`src/hdl/ica_pkg.sv`:
```
// Shared types, constants and the arctangent table of the attitude estimator.
package ica_pkg;

    localparam int STEP_W     = 5;
    localparam int ROOT_STEPS = 24;
    localparam int LANE_W     = 28;
    localparam int ANG_W      = 26;
    localparam int TRACK_W    = 26;
    localparam int PROD_W     = 53;
    localparam int PRED_W     = 35;
    localparam int MIX_W      = 54;
    localparam int YAW_W      = 34;

    localparam logic [15:0] GYRO_WEIGHT_RESET   = 16'd62915;
    localparam logic [15:0] SAMPLE_PERIOD_RESET = 16'd655;
    localparam logic signed [YAW_W-1:0] YAW_MODULUS = 34'sd3019898880;
    localparam logic signed [ANG_W-1:0] QUARTER_TURN = 26'sd5898240;

    localparam logic REG_GYRO_WEIGHT   = 1'b0;
    localparam logic REG_SAMPLE_PERIOD = 1'b1;

    localparam logic AXIS_ROLL  = 1'b0;
    localparam logic AXIS_PITCH = 1'b1;

    // atan(2^-i) in degrees, Q16
    localparam logic [21:0] ATAN_TABLE [0:23] = '{
        22'd2949120, 22'd1740967, 22'd919879, 22'd466945, 22'd234379, 22'd117304,
        22'd58666, 22'd29335, 22'd14668, 22'd7334, 22'd3667, 22'd1833,
        22'd917, 22'd458, 22'd229, 22'd115, 22'd57, 22'd29,
        22'd14, 22'd7, 22'd4, 22'd2, 22'd1, 22'd0
    };

    typedef enum logic [3:0] {
        OP_NONE, OP_LOAD, OP_SQ_A, OP_SQ_B, OP_ROOT, OP_CINIT, OP_CORDIC,
        OP_RATE, OP_PRED, OP_MULW, OP_MULA, OP_MIX, OP_YRATE, OP_YAW, OP_OUT
    } op_t;

    typedef enum logic [3:0] {
        ST_IDLE, ST_SQ_A, ST_SQ_B, ST_ROOT, ST_CINIT, ST_CORDIC, ST_RATE,
        ST_PRED, ST_MULW, ST_MULA, ST_MIX, ST_YRATE, ST_YAW, ST_OUT
    } state_t;

    typedef struct packed {
        op_t               op;
        logic              axis;
        logic [STEP_W-1:0] step;
    } cmd_t;

    typedef struct packed {
        logic in_valid;
        logic out_free;
    } status_t;

    typedef struct packed {
        logic signed [LANE_W-1:0] x;
        logic signed [LANE_W-1:0] y;
        logic signed [ANG_W-1:0]  z;
    } lane_t;

endpackage

```
`src/hdl/imu_complementary_attitude.sv`:
```
// Top level of the complementary-filter attitude estimator.
// Usage:
// One six-axis sample enters as a word on the s_ channel; one word with filtered
// roll, filtered pitch and integrated yaw leaves on the m_ channel for each sample.
// Roll and pitch from the accelerometer come from a CORDIC arctangent, the pitch
// denominator from a bit-serial square root, and they are blended with the
// gyro-propagated previous angles by the gyro_weight register.
// From acceptance to the result, each sample runs the squaring of accel_y and
// accel_z, 24 root steps, a pre-rotation, the CORDIC iterations, then per axis
// the rate, prediction, weight multiply, angle multiply and blend on the one
// shared multiplier, the yaw rate and update, and the output register load.
// The sequencer takes one sample at a time and returns to idle before it
// takes the next, so no new sample is taken until the last one is through.
// s_tready is high only while the sequencer is idle. A finished result sits in
// an output register; if the receiver stalls, the next sample is still
// accepted and computed, and it waits at its end until the register is free.
// Reset clears the angle tracks, the output valid and loads the register
// defaults. Configuration should be written only while the block is idle.
module imu_complementary_attitude #(
    parameter int CORDIC_STEPS = 16
) (
    input  logic        aclk,
    input  logic        aresetn,
    input  logic        cfg_wr_en,
    input  logic        cfg_addr,
    input  logic [15:0] cfg_wdata,
    input  logic        s_tvalid,
    output logic        s_tready,
    // accel_x, accel_y, accel_z, rate_x, rate_y, rate_z (16 bits each)
    input  logic [95:0] s_tdata,
    output logic        m_tvalid,
    input  logic        m_tready,
    // roll_angle [17:0], pitch_angle [35:18], yaw_angle [52:36], zero fill
    output logic [55:0] m_tdata
);

    ica_pkg::cmd_t    cmd;
    ica_pkg::status_t dp_status, ctrl_status;

    // The sequencer sees the input valid together with the output slot state.
    assign ctrl_status.in_valid = s_tvalid;
    assign ctrl_status.out_free = dp_status.out_free;

    ica_ctrl #(
        .CORDIC_STEPS(CORDIC_STEPS)
    ) u_ctrl (
        .aclk   (aclk),
        .aresetn(aresetn),
        .status (ctrl_status),
        .cmd    (cmd),
        .ready  (s_tready)
    );

    ica_dpath u_dpath (
        .aclk     (aclk),
        .aresetn  (aresetn),
        .cmd      (cmd),
        .status   (dp_status),
        .cfg_wr_en(cfg_wr_en),
        .cfg_addr (cfg_addr),
        .cfg_wdata(cfg_wdata),
        .s_tdata  (s_tdata),
        .m_tvalid (m_tvalid),
        .m_tready (m_tready),
        .m_tdata  (m_tdata)
    );

`ifndef SYNTHESIS
    // Once a word is taken, the sequencer is busy on the next cycle.
    assert property (@(posedge aclk) disable iff (!aresetn)
        (s_tvalid && s_tready) |=> !s_tready)
        else $error("input taken again while a sample is in work");

    // Yaw always lies below 360 degrees.
    assert property (@(posedge aclk) disable iff (!aresetn)
        m_tvalid |-> (m_tdata[52:36] < 17'd92160))
        else $error("yaw out of range");

    // A result never appears straight after a sample is accepted.
    assert property (@(posedge aclk) disable iff (!aresetn)
        (s_tvalid && s_tready) |=> !$rose(m_tvalid))
        else $error("result appeared straight after acceptance");
`endif

endmodule

```
`src/hdl/ica_ctrl.sv`:
```
// Sequencer of the attitude estimator: steps the datapath through one sample.
module ica_ctrl #(
    parameter int CORDIC_STEPS = 16
) (
    input  logic             aclk,
    input  logic             aresetn,
    input  ica_pkg::status_t status,
    output ica_pkg::cmd_t    cmd,
    output logic             ready
);

    ica_pkg::state_t state_reg, state_next;
    logic [ica_pkg::STEP_W-1:0] cnt_reg, cnt_next;
    logic axis_reg, axis_next;

    always_ff @(posedge aclk) begin
        if (!aresetn) begin
            state_reg <= ica_pkg::ST_IDLE;
            cnt_reg   <= '0;
            axis_reg  <= ica_pkg::AXIS_ROLL;
        end else begin
            state_reg <= state_next;
            cnt_reg   <= cnt_next;
            axis_reg  <= axis_next;
        end
    end

    always_comb begin
        state_next = state_reg;
        cnt_next   = cnt_reg;
        axis_next  = axis_reg;
        cmd.op     = ica_pkg::OP_NONE;
        cmd.axis   = axis_reg;
        cmd.step   = cnt_reg;
        ready      = 1'b0;
        case (state_reg)
            ica_pkg::ST_IDLE: begin
                ready = 1'b1;
                if (status.in_valid) begin
                    cmd.op     = ica_pkg::OP_LOAD;
                    state_next = ica_pkg::ST_SQ_A;
                end
            end
            ica_pkg::ST_SQ_A: begin
                cmd.op     = ica_pkg::OP_SQ_A;
                state_next = ica_pkg::ST_SQ_B;
            end
            ica_pkg::ST_SQ_B: begin
                cmd.op     = ica_pkg::OP_SQ_B;
                cnt_next   = '0;
                state_next = ica_pkg::ST_ROOT;
            end
            ica_pkg::ST_ROOT: begin
                cmd.op   = ica_pkg::OP_ROOT;
                cnt_next = cnt_reg + 1'b1;
                if (cnt_reg == ica_pkg::STEP_W'(ica_pkg::ROOT_STEPS - 1)) begin
                    state_next = ica_pkg::ST_CINIT;
                end
            end
            ica_pkg::ST_CINIT: begin
                cmd.op     = ica_pkg::OP_CINIT;
                cnt_next   = '0;
                state_next = ica_pkg::ST_CORDIC;
            end
            ica_pkg::ST_CORDIC: begin
                cmd.op   = ica_pkg::OP_CORDIC;
                cnt_next = cnt_reg + 1'b1;
                if (cnt_reg == ica_pkg::STEP_W'(CORDIC_STEPS - 1)) begin
                    axis_next  = ica_pkg::AXIS_ROLL;
                    state_next = ica_pkg::ST_RATE;
                end
            end
            ica_pkg::ST_RATE: begin
                cmd.op     = ica_pkg::OP_RATE;
                state_next = ica_pkg::ST_PRED;
            end
            ica_pkg::ST_PRED: begin
                cmd.op     = ica_pkg::OP_PRED;
                state_next = ica_pkg::ST_MULW;
            end
            ica_pkg::ST_MULW: begin
                cmd.op     = ica_pkg::OP_MULW;
                state_next = ica_pkg::ST_MULA;
            end
            ica_pkg::ST_MULA: begin
                cmd.op     = ica_pkg::OP_MULA;
                state_next = ica_pkg::ST_MIX;
            end
            ica_pkg::ST_MIX: begin
                cmd.op = ica_pkg::OP_MIX;
                if (axis_reg == ica_pkg::AXIS_ROLL) begin
                    axis_next  = ica_pkg::AXIS_PITCH;
                    state_next = ica_pkg::ST_RATE;
                end else begin
                    state_next = ica_pkg::ST_YRATE;
                end
            end
            ica_pkg::ST_YRATE: begin
                cmd.op     = ica_pkg::OP_YRATE;
                state_next = ica_pkg::ST_YAW;
            end
            ica_pkg::ST_YAW: begin
                cmd.op     = ica_pkg::OP_YAW;
                state_next = ica_pkg::ST_OUT;
            end
            ica_pkg::ST_OUT: begin
                if (status.out_free) begin
                    cmd.op     = ica_pkg::OP_OUT;
                    state_next = ica_pkg::ST_IDLE;
                end
            end
            default: begin
                state_next = ica_pkg::ST_IDLE;
            end
        endcase
    end

endmodule

```
`src/hdl/ica_dpath.sv`:
```
// Datapath of the attitude estimator: root, CORDIC lanes, shared multiplier, tracks.
module ica_dpath (
    input  logic          aclk,
    input  logic          aresetn,
    input  ica_pkg::cmd_t cmd,
    output ica_pkg::status_t status,
    input  logic          cfg_wr_en,
    input  logic          cfg_addr,
    input  logic [15:0]   cfg_wdata,
    input  logic [95:0]   s_tdata,
    output logic          m_tvalid,
    input  logic          m_tready,
    output logic [55:0]   m_tdata
);

    localparam int LW = ica_pkg::LANE_W;
    localparam int AW = ica_pkg::ANG_W;

    logic signed [15:0] ax_reg, ay_reg, az_reg, gx_reg, gy_reg, gz_reg;
    logic [15:0] w_reg, sp_reg;
    logic signed [ica_pkg::PROD_W-1:0] prod_reg;
    logic signed [ica_pkg::PRED_W-1:0] pred_reg;
    logic signed [ica_pkg::PROD_W-1:0] acc_reg;
    logic [47:0] v_reg;
    logic [27:0] rem_reg;
    logic [23:0] root_reg;
    ica_pkg::lane_t roll_reg, pitch_reg;
    logic signed [ica_pkg::TRACK_W-1:0] rtrk_reg, ptrk_reg;
    logic [31:0] yaw_reg;
    logic m_tvalid_reg;
    logic [55:0] m_data_reg;

    logic signed [ica_pkg::PRED_W-1:0] mul_a;
    logic signed [17:0] mul_b;
    logic signed [ica_pkg::PROD_W-1:0] mul_p;

    function automatic ica_pkg::lane_t pre_rotate(logic signed [LW-1:0] x,
                                                   logic signed [LW-1:0] y);
        ica_pkg::lane_t l;
        l.x = x;
        l.y = y;
        l.z = '0;
        if (x < 0) begin
            if (y >= 0) begin
                l.x = y;
                l.y = -x;
                l.z = ica_pkg::QUARTER_TURN;
            end else begin
                l.x = -y;
                l.y = x;
                l.z = -ica_pkg::QUARTER_TURN;
            end
        end
        return l;
    endfunction

    function automatic ica_pkg::lane_t cordic_step(ica_pkg::lane_t l,
                                                    logic [ica_pkg::STEP_W-1:0] i);
        ica_pkg::lane_t r;
        logic signed [LW-1:0] xs, ys;
        logic signed [AW-1:0] a;
        xs = l.x >>> i;
        ys = l.y >>> i;
        a  = $signed({4'b0, ica_pkg::ATAN_TABLE[i]});
        r  = l;
        if (l.y > 0) begin
            r.x = l.x + ys;
            r.y = l.y - xs;
            r.z = l.z + a;
        end else if (l.y < 0) begin
            r.x = l.x - ys;
            r.y = l.y + xs;
            r.z = l.z - a;
        end
        return r;
    endfunction

    // Shared multiplier operand selection
    always_comb begin
        mul_a = '0;
        mul_b = '0;
        case (cmd.op)
            ica_pkg::OP_SQ_A: begin
                mul_a = ica_pkg::PRED_W'(ay_reg);
                mul_b = 18'(ay_reg);
            end
            ica_pkg::OP_SQ_B: begin
                mul_a = ica_pkg::PRED_W'(az_reg);
                mul_b = 18'(az_reg);
            end
            ica_pkg::OP_RATE: begin
                mul_a = ica_pkg::PRED_W'((cmd.axis == ica_pkg::AXIS_PITCH) ? gy_reg : gx_reg);
                mul_b = $signed({2'b0, sp_reg});
            end
            ica_pkg::OP_YRATE: begin
                mul_a = ica_pkg::PRED_W'(gz_reg);
                mul_b = $signed({2'b0, sp_reg});
            end
            ica_pkg::OP_MULW: begin
                mul_a = pred_reg;
                mul_b = $signed({2'b0, w_reg});
            end
            ica_pkg::OP_MULA: begin
                mul_a = ica_pkg::PRED_W'((cmd.axis == ica_pkg::AXIS_PITCH)
                                         ? pitch_reg.z : roll_reg.z) <<< 7;
                mul_b = 18'sd65536 - $signed({2'b0, w_reg});
            end
            default: begin
                mul_a = '0;
                mul_b = '0;
            end
        endcase
    end

    assign mul_p = ica_pkg::PROD_W'(mul_a * mul_b);

    // Root step: bring down two bits, try subtracting 4*root+1
    logic [27:0] rem_sh, trial;
    assign rem_sh = {rem_reg[25:0], v_reg[47:46]};
    assign trial  = {2'b0, root_reg, 2'b01};

    // Blend result: round at 2^-23 and saturate to the track range
    logic signed [ica_pkg::MIX_W-1:0] mix_sum;
    logic signed [30:0] mix_q16;
    logic signed [ica_pkg::TRACK_W-1:0] mix_sat;
    assign mix_sum = ica_pkg::MIX_W'(acc_reg) + ica_pkg::MIX_W'(prod_reg)
                   + ica_pkg::MIX_W'(54'sd4194304);
    assign mix_q16 = 31'(mix_sum >>> 23);
    always_comb begin
        if (mix_q16 > 31'sd33554431) begin
            mix_sat = 26'sd33554431;
        end else if (mix_q16 < -31'sd33554432) begin
            mix_sat = -26'sd33554432;
        end else begin
            mix_sat = ica_pkg::TRACK_W'(mix_q16);
        end
    end

    logic signed [ica_pkg::YAW_W-1:0] yaw_sum, yaw_wrap;
    assign yaw_sum = $signed({2'b0, yaw_reg}) + ica_pkg::YAW_W'(prod_reg);
    always_comb begin
        if (yaw_sum < 0) begin
            yaw_wrap = yaw_sum + ica_pkg::YAW_MODULUS;
        end else if (yaw_sum >= ica_pkg::YAW_MODULUS) begin
            yaw_wrap = yaw_sum - ica_pkg::YAW_MODULUS;
        end else begin
            yaw_wrap = yaw_sum;
        end
    end

    logic signed [LW-1:0] pitch_y0;
    assign pitch_y0 = -(LW'(ax_reg) <<< 8);

    always_ff @(posedge aclk) begin
        if (!aresetn) begin
            w_reg        <= ica_pkg::GYRO_WEIGHT_RESET;
            sp_reg       <= ica_pkg::SAMPLE_PERIOD_RESET;
            rtrk_reg     <= '0;
            ptrk_reg     <= '0;
            yaw_reg      <= '0;
            m_tvalid_reg <= 1'b0;
        end else begin
            if (cfg_wr_en) begin
                case (cfg_addr)
                    ica_pkg::REG_GYRO_WEIGHT:   w_reg  <= cfg_wdata;
                    ica_pkg::REG_SAMPLE_PERIOD: sp_reg <= cfg_wdata;
                    default: ;
                endcase
            end
            if (cmd.op == ica_pkg::OP_MIX) begin
                if (cmd.axis == ica_pkg::AXIS_PITCH) begin
                    ptrk_reg <= mix_sat;
                end else begin
                    rtrk_reg <= mix_sat;
                end
            end
            if (cmd.op == ica_pkg::OP_YAW) begin
                yaw_reg <= 32'(yaw_wrap);
            end
            if (cmd.op == ica_pkg::OP_OUT) begin
                m_tvalid_reg <= 1'b1;
            end else if (m_tready) begin
                m_tvalid_reg <= 1'b0;
            end
        end
    end

    always_ff @(posedge aclk) begin
        case (cmd.op)
            ica_pkg::OP_LOAD: begin
                ax_reg <= $signed(s_tdata[15:0]);
                ay_reg <= $signed(s_tdata[31:16]);
                az_reg <= $signed(s_tdata[47:32]);
                gx_reg <= $signed(s_tdata[63:48]);
                gy_reg <= $signed(s_tdata[79:64]);
                gz_reg <= $signed(s_tdata[95:80]);
            end
            ica_pkg::OP_SQ_A: prod_reg <= mul_p;
            ica_pkg::OP_SQ_B: begin
                v_reg    <= {prod_reg[31:0] + mul_p[31:0], 16'b0};
                rem_reg  <= '0;
                root_reg <= '0;
            end
            ica_pkg::OP_ROOT: begin
                v_reg <= {v_reg[45:0], 2'b0};
                if (rem_sh >= trial) begin
                    rem_reg  <= rem_sh - trial;
                    root_reg <= {root_reg[22:0], 1'b1};
                end else begin
                    rem_reg  <= rem_sh;
                    root_reg <= {root_reg[22:0], 1'b0};
                end
            end
            ica_pkg::OP_CINIT: begin
                roll_reg  <= pre_rotate(LW'(az_reg) <<< 8, LW'(ay_reg) <<< 8);
                pitch_reg <= pre_rotate($signed({4'b0, root_reg}), pitch_y0);
            end
            ica_pkg::OP_CORDIC: begin
                roll_reg  <= cordic_step(roll_reg, cmd.step);
                pitch_reg <= cordic_step(pitch_reg, cmd.step);
            end
            ica_pkg::OP_RATE:  prod_reg <= mul_p;
            ica_pkg::OP_YRATE: prod_reg <= mul_p;
            ica_pkg::OP_PRED: begin
                pred_reg <= (ica_pkg::PRED_W'((cmd.axis == ica_pkg::AXIS_PITCH)
                                              ? ptrk_reg : rtrk_reg) <<< 7)
                          + ica_pkg::PRED_W'(prod_reg);
            end
            ica_pkg::OP_MULW: prod_reg <= mul_p;
            ica_pkg::OP_MULA: begin
                acc_reg  <= prod_reg;
                prod_reg <= mul_p;
            end
            ica_pkg::OP_OUT: begin
                m_data_reg <= {3'b0, yaw_reg[31:15], ptrk_reg[25:8], rtrk_reg[25:8]};
            end
            default: ;
        endcase
    end

    assign status.in_valid = 1'b0;
    assign status.out_free = !m_tvalid_reg || m_tready;
    assign m_tvalid        = m_tvalid_reg;
    assign m_tdata         = m_data_reg;

endmodule
```
`config.mk`:
```
export PLATFORM = sky130hd
export DESIGN_NAME = imu_complementary_attitude
export DESIGN_NICKNAME = d
export VERILOG_FILES = /design/src/hdl/ica_pkg.sv /design/src/hdl/imu_complementary_attitude.sv /design/src/hdl/ica_ctrl.sv /design/src/hdl/ica_dpath.sv
export SDC_FILE = /design/constraint.sdc
export NUM_CORES = 2
export LEC_CHECK = 0
export BUFFER_PORTS_ARGS = -buffer_cell sky130_fd_sc_hd__buf_4
export CORE_UTILIZATION = 48
export CTS_CLUSTER_SIZE = 24
export DETAILED_ROUTE_END_ITERATION = 8
export PLACE_DENSITY = 0.71
export SLEW_MARGIN = 20
export SYNTH_ARGS = -nofsm -noshare
export SYNTH_HDL_FRONTEND = slang
export SYNTH_HIERARCHICAL = 1
export SYNTH_SLANG_ARGS = --single-unit
```
`constraint.sdc`:
```
create_clock -name aclk -period 19.21 [get_ports aclk]
set_input_delay 1.921 -clock aclk [delete_from_list [all_inputs] [get_ports aclk]]
set_output_delay 1.921 -clock aclk [all_outputs]
set_load 0.02 [all_outputs]
```
==> flow_summary_export.csv <==
group,metric,value,unit
finish,nets,9107,
setup_path,timing.rr.end,"u_dpath/v_reg[46]",
floorplanning,dieArea,153000,sq um
synthesis,synth.yosys.warnings,6,
worst_hold_path,hp-start,"u_dpath/yaw_reg[0]",
floorplanning,fp.dieH,391,um
placement,dp_slack,5.66,ns
sta,min_period_over_period,0.685,
floorplanning,initial_core_util,0.485,
finish,fin_cells,9941,
floorplanning,io_pins,176,
clock_network,cts.hold.buffers_added,0,
global_route,gr-usage-all-layers,0.300,
global_route,first_global_vias,59000,
setup_path,slowest_stage,"o2111ai_1",
drt,drc,0,
worst_hold_path,min_path_cells,2,
sta,setup_slack,6.05,ns
finish,area_growth,8.22,%
drt,dr.pass1.iters,6,
global_route,grt_overflow_total,0,
setup_path,endpoint_kind,"register",
placement,place.gp.congestion,1.03,
global_route,grt_pass1_wl,353,mm
sta,slew_headroom,0.194,
setup_path,arrival,13.58,ns
worst_hold_path,hold_end,"u_dpath/yaw_reg[0]",
sta,setup_viol,0,
drt,via_per_inst,6.07,
clock_network,cts_buffers,81,
worst_hold_path,hold_class,"reg -> reg",
clock_network,clk_path_buf_depth,3,
setup_path,crit_start,"m_tready",
clock_network,clkLatencyLatePin,0.74,ns
clock_network,cts_root_buf,"clkbuf_16",
drt,drt-initial-drc-count,6010,
floorplanning,die_w,391,um
clock_network,post_cts_buffers,0,
placement,dp_cells,9788,
global_route,grt_start_max_net_pins,96,
setup_path,critPathKind,"in -> reg",
synthesis,synth_cells,7878,
sta,fmax,76.0,MHz
sta,rsz0062_at_grt,"no",
clock_network,cts_resized,0,
placement,dp_hpwl,179,mm
run,drv_cap,0,
clock_network,htree_levels,3,
drt,routedWlPerCell,23.2,um
synthesis,syn_area_per_cell,9.24,sq um
drt,routed_wl,231,mm
sta,skew,0.0600,ns
setup_path,cp.required,19.63,ns
setup_path,reg2reg_depth,37,
drt,ant_nets,0,
synthesis,syn_area,72800,sq um
sta,hold_viol_final,0,
sta,worst_slew_pin_slew,1.20,ns
clock_network,cts_tree,"built",
sta,fin_tns_setup,0,ns
placement,place.port_buffers,172,
finish,drive_gt1_frac,0.0919,
clock_network,path_clk_slew,0.06,ns
finish,diodes,0,
run_status,status,"complete, no violations",
setup_path,cp_max_fo,61,
floorplanning,core,150000,sq um
global_route,grt_antenna_before_repair,3,
drt,num_vias,60400,
setup_path,start_kind,"input port",
floorplanning,rows,142,
setup_path,critPathMaxStageDelay,0.91,ns
setup_path,r2r_slack,6.75,ns
clock_network,cts.sinks,663,
setup_path,worst_r2r_startpoint,"u_ctrl/state_reg[0]",
setup_path,crit_top_cell,"fa_1",
sta,drv_slew,0,
sta,fin_crit,13.16,ns
==> worst max-delay path: cells and delay by family <==
family	cells	cell delay [ns]
compound gates	13	4.22
xor+xnor	2	0.32
fa+ha+maj	8	3.90
buf+inv	7	1.11
simple gates	9	2.05
==> final cells by class <==
class	instances	area (sq um)
clock buffer	102	2210
tap	2016	2520
sequential	663	18700
timing repair buffer	254	1940
fill	13700	71400
clock inverter	50	546
multi-input combinational	6008	49700
inverter	848	3190
==> routing by layer <==
layer | GRT usage | wire (um) | vias to the layer above
li1 | - | - | 27400
met1 | 0.398 | 93300 | 29800
met2 | 0.465 | 104000 | 2703
met3 | 0.0796 | 23300 | 501
met4 | 0.122 | 10600 | 4
met5 | 0 | 41 | -
==> worst max path at each step <==
stage,to,cells after the start
floorplan,u_dpath/v_reg[47],45
global placement,u_dpath/v_reg[46],39
detailed placement,u_dpath/v_reg[46],39
CTS,u_dpath/v_reg[46],39
global route,u_dpath/v_reg[46],39
finish,u_dpath/v_reg[46],39
==> through the flow <==
| step | cell area [sq um] | util | hold slack, ns |
|---|---|---|---|
| floorplan | 72900 | - | 0.424 |
| global placement | 75900 | 0.506 | 0.442 |
| detailed placement | 76000 | 0.506 | 0.447 |
| CTS | 78700 | 0.524 | 0.456 |
| global route | 78800 | 0.525 | 0.482 |
| finish | 78800 | 0.525 | 0.456 |
==> cell usage in the layout (no fill, tap or decap), types with 48 or more instances in the layout <==
cell type,n
and3_1,69
nand2_1,957
a21o_1,165
edfxtp_1,536
clkbuf_16,82
inv_1,839
and2_1,66
o21a_1,64
buf_4,251
mux2_2,101
dfxtp_1,121
nor3_1,119
a22oi_1,48
a31oi_1,124
nor2b_1,67
nor2_1,628
ha_1,523
fa_1,610
o211ai_1,58
o21bai_1,51
mux4_2,135
xor2_1,190
nand3_1,141
xnor2_1,264
mux2i_1,80
a21oi_1,504
nand2b_1,62
o21ai_0,358
Power is not shown: default switching activity piles up to over one toggle a cycle in this logic, so the estimate is an artifact.
